--- src/rtl/assert_macros.svh ---
// assertion macros shared by the swing-up law rtl
// no dependencies; included by the files that carry checks
`ifndef ASSERT_MACROS_SVH
`define ASSERT_MACROS_SVH
`ifndef SYNTHESIS
`define PESU_ASSERT(lbl, clk, rst_n, prop) \
    lbl: assert property (@(posedge clk) disable iff (!rst_n) prop) \
        else $error("%m: check failed");
`define PESU_ASSERT_RST(lbl, clk, prop) \
    lbl: assert property (@(posedge clk) prop) else $error("%m: check failed");
`else
`define PESU_ASSERT(lbl, clk, rst_n, prop)
`define PESU_ASSERT_RST(lbl, clk, prop)
`endif
`endif

--- src/rtl/pesu_pkg.sv ---
// constants, register codes and table builders for the swing-up law
// no dependencies; used by pesu_div, pesu_ln and the top level
package pesu_pkg;

    localparam int TRIG_TABLE_BITS_DEF = 10;
    localparam int LOG_TABLE_BITS_DEF  = 10;

    typedef enum logic [2:0] {
        CFG_SWING_GAIN      = 3'd0,
        CFG_WALL_GAIN       = 3'd1,
        CFG_TRACK_HALF_LEN  = 3'd2,
        CFG_UPRIGHT_ENERGY  = 3'd3,
        CFG_POSITION_GAIN   = 3'd4,
        CFG_VELOCITY_GAIN   = 3'd5,
        CFG_BALANCE_LIMIT   = 3'd6,
        CFG_FRACTION_BASE   = 3'd7
    } t_cfg_idx;

    localparam logic [23:0] RST_SWING_GAIN     = 24'd153600;
    localparam logic [23:0] RST_WALL_GAIN      = 24'd210432;
    localparam logic [22:0] RST_TRACK_HALF_LEN = 23'd38400;
    localparam logic [31:0] RST_UPRIGHT_ENERGY = 32'd34088196;
    localparam logic [15:0] RST_POSITION_GAIN  = 16'd256;
    localparam logic [15:0] RST_VELOCITY_GAIN  = 16'd384;
    localparam logic [17:0] RST_BALANCE_LIMIT  = 18'd5719;
    localparam logic [15:0] RST_FRACTION_BASE  = 16'd42598;

    localparam logic [29:0] INV_TWO_PI_Q32  = 30'd683565276;
    localparam logic [29:0] LN2_Q30         = 30'd744261118;
    localparam logic [18:0] HALF_INERTIA_Q8 = 19'd342634;
    localparam logic [25:0] MGL_Q8          = 26'd34088196;
    localparam logic [27:0] RAMP_DIV        = 28'd250000000;
    // floor(2^41 / RAMP_DIV), estimate error stays below one
    localparam logic [13:0] RAMP_RECIP      = 14'd8796;

    // track ratio divider: 16 quotient bits, two per stage
    localparam int DIV_STAGES     = 8;
    localparam int DIV_STEP_BITS  = 2;

    localparam logic [63:0] Q30_ONE    = 64'd1 << 30;
    localparam logic [63:0] TWO_PI_Q30 = 64'd6746518852;

    // restoring division, elaboration only
    function automatic logic [63:0] udiv64(input logic [63:0] a, input logic [63:0] b);
        logic [63:0] q;
        logic [64:0] r;
        q = '0;
        r = '0;
        for (int i = 63; i >= 0; i--) begin
            r = {r[63:0], a[i]};
            if (r >= {1'b0, b}) begin
                r = r - {1'b0, b};
                q[i] = 1'b1;
            end
        end
        return q;
    endfunction

    function automatic logic [63:0] cos_div(input int i);
        case (i)
            0:       return 64'd132;
            1:       return 64'd90;
            2:       return 64'd56;
            3:       return 64'd30;
            4:       return 64'd12;
            default: return 64'd2;
        endcase
    endfunction

    // cos(2pi*r/2^tb) in q16 for r in the first quarter
    function automatic logic [63:0] cos_entry(input logic [63:0] r, input int tb);
        logic [63:0] a, a2, t, x;
        a  = (r * TWO_PI_Q30) >> tb;
        a2 = (a * a) >> 30;
        t  = Q30_ONE;
        for (int i = 0; i < 6; i++) begin
            x = udiv64((a2 * t) >> 30, cos_div(i));
            t = (x >= Q30_ONE) ? 64'd0 : Q30_ONE - x;
        end
        return (t + (64'd1 << 13)) >> 14;
    endfunction

    // ln(1 + k/2^lb) in q30
    function automatic logic [63:0] ln_entry(input logic [63:0] k, input int lb);
        logic [63:0] n, z, z2, term, sum;
        n    = 64'd1 << lb;
        z    = udiv64(k << 30, 2 * n + k);
        z2   = (z * z) >> 30;
        term = z;
        sum  = '0;
        for (int i = 0; i < 14; i++) begin
            sum  = sum + udiv64(term, 64'(2 * i + 1));
            term = (term * z2) >> 30;
        end
        return 2 * sum;
    endfunction

endpackage

--- src/rtl/pesu_div.sv ---
// pipelined restoring divider for the cart-to-track ratio
// depends on pesu_pkg; stage enables come from the top level
module pesu_div (
    input  logic                              i_clk,
    input  logic [pesu_pkg::DIV_STAGES-1:0]   i_en,
    input  logic [22:0]                       i_rem,
    input  logic                              i_sat,
    input  logic [22:0]                       i_divisor,
    output logic [15:0]                       o_q
);

    localparam int NS = pesu_pkg::DIV_STAGES;
    localparam int SB = pesu_pkg::DIV_STEP_BITS;

    logic [22:0] r_rem [0:NS-1];
    logic [15:0] r_q   [0:NS-1];
    logic        r_sat [0:NS-1];
    logic [22:0] n_rem [0:NS-1];
    logic [15:0] n_q   [0:NS-1];
    logic        n_sat [0:NS-1];

    always_comb begin
        logic [22:0] rem;
        logic [15:0] q;
        logic [23:0] t;
        for (int j = 0; j < NS; j++) begin
            rem = (j == 0) ? i_rem : r_rem[(j == 0) ? 0 : j - 1];
            q   = (j == 0) ? 16'd0 : r_q[(j == 0) ? 0 : j - 1];
            n_sat[j] = (j == 0) ? i_sat : r_sat[(j == 0) ? 0 : j - 1];
            for (int s = 0; s < SB; s++) begin
                t = {rem, 1'b0};
                if (t >= {1'b0, i_divisor}) begin
                    rem = 23'(t - {1'b0, i_divisor});
                    q   = {q[14:0], 1'b1};
                end else begin
                    rem = t[22:0];
                    q   = {q[14:0], 1'b0};
                end
            end
            n_rem[j] = rem;
            n_q[j]   = q;
        end
    end

    always_ff @(posedge i_clk) begin
        for (int j = 0; j < NS; j++) begin
            if (i_en[j]) begin
                r_rem[j] <= n_rem[j];
                r_q[j]   <= n_q[j];
                r_sat[j] <= n_sat[j];
            end
        end
    end

    // cart at or past the track end clamps the ratio
    assign o_q = r_sat[NS-1] ? 16'hFFFF : r_q[NS-1];

endmodule

--- config.mk ---
export PLATFORM = sky130hd
export DESIGN_NAME = pesu_div
export DESIGN_NICKNAME = d
export VERILOG_FILES = /design/src/rtl/assert_macros.svh /design/src/rtl/pesu_pkg.sv /design/src/rtl/pesu_div.sv
export SDC_FILE = /design/constraint.sdc
export NUM_CORES = 1
export LEC_CHECK = 0
export BUFFER_PORTS_ARGS = -buffer_cell sky130_fd_sc_hd__clkbuf_2
export CAP_MARGIN = 20
export CORE_MARGIN = 10
export CORE_UTILIZATION = 47
export CTS_CLUSTER_DIAMETER = 30
export DETAILED_ROUTE_END_ITERATION = 8
export HOLD_SLACK_MARGIN = 0.15
export PLACE_DENSITY_LB_ADDON = 0.3
export SYNTH_ARGS = -nofsm -noshare
export SYNTH_HDL_FRONTEND = slang
export SYNTH_SLANG_ARGS = --single-unit
--- constraint.sdc ---
create_clock -name i_clk -period 5.3 [get_ports i_clk]
set_clock_uncertainty 0.1 [all_clocks]
set_input_delay 0.265 -clock i_clk [delete_from_list [all_inputs] [get_ports i_clk]]
set_output_delay 0.265 -clock i_clk [all_outputs]
set_load 0.05 [all_outputs]
After elaboration in Yosys (flattened, before gate mapping)
Memories as Yosys holds them, arrays and structs flattened.
Cells that the tools add are included.

word-level totals
  register bits after elaboration = 0
  RAM bits = 320
  bits of input ports = 56
  output and inout port bits = 16
  word-level logic and storage cells = 84
  memories kept = 3

memories
  name   words  bits a word  rd ports  clocked after Yosys merged registers in  wr ports  line            RTL
  r_rem  8      23           7         0                                        8         pesu_div.sv:15  logic [22:0] r_rem [0:NS-1];
  r_q    8      16           8         0                                        8         pesu_div.sv:16  logic [15:0] r_q [0:NS-1];
  r_sat  8      1            8         0                                        8         pesu_div.sv:17  logic r_sat [0:NS-1];

cells by class
  $add $sub $neg = 16
  order comparisons = 16
  muxes and demuxes = 49

operators by type and width
  operator                                                        number
  24-bit by 23-bit greater-or-equal comparator with 1-bit output  16
  23-bit two-way mux                                              16
  23-bit subtractor                                               16
  1-bit two-way mux                                               32
  16-bit two-way mux                                              1

Logic depth before layout (Yosys ltp)
An unclocked memory read counts as a cell.

  word-level depth = 5
  depth in mapped cells = 26
  mapped depth without buffers = 23

Worst setup path before layout
No wires, ideal clock.

  path kind = register -> register
  start point = memory r_rem[1][0]
  end point = memory r_rem[2][10] (data pin)
  setup time = 0.260 ns
  arrival time = 5.492 ns
  data required time = 4.940 ns
  slack = -0.551 ns
  cell stages (with the launch flop) = 24
  path buffers = 2
  period minus slack after synthesis = 5.851 ns
  cells stage by stage = edfxtp_1 inv_1 fa_1 nand2b_1 a21oi_1 o21ai_1 a21oi_1 a211o_1 a21oi_1 nor2_1 clkbuf_1 mux2_2 ha_1 a21oi_1 o211ai_1 a221oi_1 nor2_1 a221oi_1 a21oi_1 a211oi_1 nand2_1 a21oi_1 buf_2 mux2_2

RTL lines
  item                line
  start: declaration  pesu_div.sv:15

==> impl_metrics.toml <==
[run_status]
status = "complete, but fails checks"
violations = "setup timing"

[clock_network]
clkLatencyLatePin_ns = 0.61
cts_buffer_depth = 3
cts_buffers = 68
ctsRootBufferMaster = "clkbuf_16"
cts_tree = "done"
cts_sinks = 241
cts_max_level = 3
clkTransAtPathRegs_ns = 0.04

[floorplanning]
rows = 88
coreArea_sq_um = 57700
die_w_um = 262
fp.dieH_um = 262
initial_utilization_pct = 47.5
die_area_sq_um = 68400
io_pins = 72

[logic_synthesis]
synthFlopType = "edfxtp_1"
synth_area_sq_um = 27400
synth-async-reset-ratio_pct = 0
synth_nets = 3512
synth_edf_count = 241
netlist_top_cells_count = "359 x ha_1, 284 x a21oi_1, 260 x nand2_1"
post_synth_num_cell_types = 88
ys_ff_latch = 241
seq_area_frac_synth_pct = 26.4
syn_area_per_cell_sq_um = 8.88
synth_cells = 3089
yosysWarnings = 0
synth_top_area_share_pct = 26.4
netlist_top_cells_area = "edfxtp_1 26%, ha_1 16%, xnor2_1 5.9%, a21oi_1 5.2%, o21ai_0 4.0%"
synthMostInstantiatedCell = "ha_1"
synth_largest_area_cell = "edfxtp_1"

[sta]
fmax_ghz = 0.181
post-route-period-util_pct = 104
rsz0062_at_grt = "true"
tightest_slew_ns = 1.06
fin_ws_ns = -0.236
slew_headroom_pct = 29.4
final_hold_viol_count = 0
fin_crit_ns = 5.54
finalSetupViolCount = 32
slew_violations = 0

[min_path]
min-delay-start = "i_rem[15]"
hold_class = "in -> reg"

[worst_setup_path]
path_max_fanout = 7
startpoint = "r_rem[2][16]"
worstPathRequired_ns = 5.55
crit_type = "reg -> reg"
cp_data_arrival_time_ns = 5.78
timing.critical_path.to_type = "flop"
start_kind = "flop"
reg2reg_from = "r_rem[2][16]"

[cells_and_area]
fin_area_sq_um = 40700
diodes = 0
fillers = 4188
layout.nets = 4554
multi_input_area_sq_um = 21300
drive_gt1_share_pct = 37.7
area_growth_pct = 48.4
seqCellArea_sq_um = 7240

[routing]
wirelength_um = 101000
viasPerCell = 5.88
dr_total_vias = 29100
ant_nets = 0
post_drt_wl_per_cell_um = 20.4
first_iter_violations = 2171
firstDrtPassIters = 6
drc = 0

[placed_design]
dp_slack_ns = -0.728
dpl_cell_area_sq_um = 35400
place.gp.congestion = 1.00
io_buffers = 71
place.detailed.hpwl_um = 73700

[job]
cap_violations = 0

[grt]
track_usage_pct = 27.2
grt_pass1_wl_um = 149000
grt_max_degree = 39
grt_pass1_vias = 28700
overflow = 0
antenna_found_initial = 0
## state kept, by name (all words and copies together) (netlist names)
name / flops
r_sat: 8
r_rem: 161
r_q: 72
## what timing repair did
item | CTS | global route
pin swaps | 59 | 98
setup endpoints to repair | 119 | 164
endpoints found under the hold margin | 28 | 0
gates resized for setup | 135 | 284
buffers inserted | 33 | 60
hold buffers | 12 | 0
cloned | 6 | 14
## cell usage in the layout, fill, tap and decap left out, drive strengths merged, types with 9 or more instances in the layout
cell | synthesis | final
buf | 20 | 937
ha | 359 | 359
a21oi | 285 | 285
nand2 | 260 | 260
nor2 | 259 | 259
o21ai | 254 | 254
edfxtp | 241 | 241
xnor2 | 184 | 184
mux2 | 182 | 182
clkbuf | 42 | 158
a21o | 120 | 120
inv | 116 | 111
xor2 | 92 | 92
nand3 | 49 | 49
o21a | 48 | 48
nor2b | 47 | 47
nor3 | 43 | 43
nand2b | 37 | 37
or2 | 33 | 34
nand4 | 33 | 33
a211oi | 32 | 32
o21bai | 31 | 31
and3 | 29 | 29
clkinv | 0 | 27
or3 | 24 | 24
a31oi | 23 | 23
clkinvlp | 0 | 19
o211ai | 17 | 17
and2 | 17 | 17
o31ai | 17 | 17
a21boi | 15 | 15
o41ai | 13 | 13
a211o | 12 | 12
dlygate4sd3 | 0 | 12
nor4 | 12 | 12
mux2i | 10 | 10
a31o | 10 | 10
a41oi | 9 | 9
## cell families after synthesis
logic type | share of synthesized area [%]
AOI/OAI and AO/OA | 22.2
xor gates and xnor gates | 8.82
adders and majority gates | 17.0
buffers and inverters | 2.57
DFF | 26.4
muxes | 8.06
and+or+nand+nor | 15.0
## critical path, stage by stage (launching register included)
cell,delay [ns]
edfxtp_1,0.49
ha_4,0.26
a21o_1,0.16
a21o_1,0.15
a21o_1,0.16
a31o_1,0.20
or4_4,0.53
o21ai_4,0.29
buf_12,0.16
mux2_4,0.32
ha_4,0.25
o21a_1,0.19
o21ai_2,0.19
nor2_2,0.07
a21oi_2,0.20
o21ai_2,0.07
o221a_2,0.27
o41ai_4,0.26
o211ai_1,0.35
clkbuf_16,0.29
mux2_2,0.31
## final timing paths
| check | endpoint | slack, ns | cells past startpoint |
|---|---|---|---|
| max | r_rem[3][14] | -0.24 | 20 |
| min | r_rem[0][17] | 0.16 | 4 |
| max reg2reg | r_rem[3][14] | -0.24 | 20 |
| min reg2reg | r_q[0][55] | 0.32 | 0 |
## final cells by class
cell class | count | share of cell area, %
Tap cell | 765 | 2.35
Clock buffer | 75 | 4.25
Inverter | 116 | 1.18
Multi-Input combinational cell | 2671 | 52.4
Clock inverter | 49 | 1.35
Sequential cell | 241 | 17.8
Timing Repair Buffer | 1033 | 20.6
## stage by stage
stage                     hold slack, ns  util, %  setup TNS [ns]  instances
after floorplan                    0.264        -           -2.41       3089
after global placement             0.301     61.4          -61.47       4705
after detailed placement           0.306     61.4          -72.26       4705
after CTS                          0.153     67.3           -1.52       4880
after global routing               0.163     70.5          -17.82       4950
final                              0.161     70.5           -4.78       4950
## metal layers
layer | up-vias | GRT usage (%) | part of all wire [%]
li1 | 13700 | - | -
met1 | 14000 | 31.4 | 39
met2 | 1105 | 47.7 | 49
met3 | 359 | 4.57 | 5.9
met4 | 0 | 14.4 | 5.8
met5 | - | 0 | 0
Power is not shown: default switching activity piles up to over one toggle a cycle in this logic, so the estimate is an artifact.
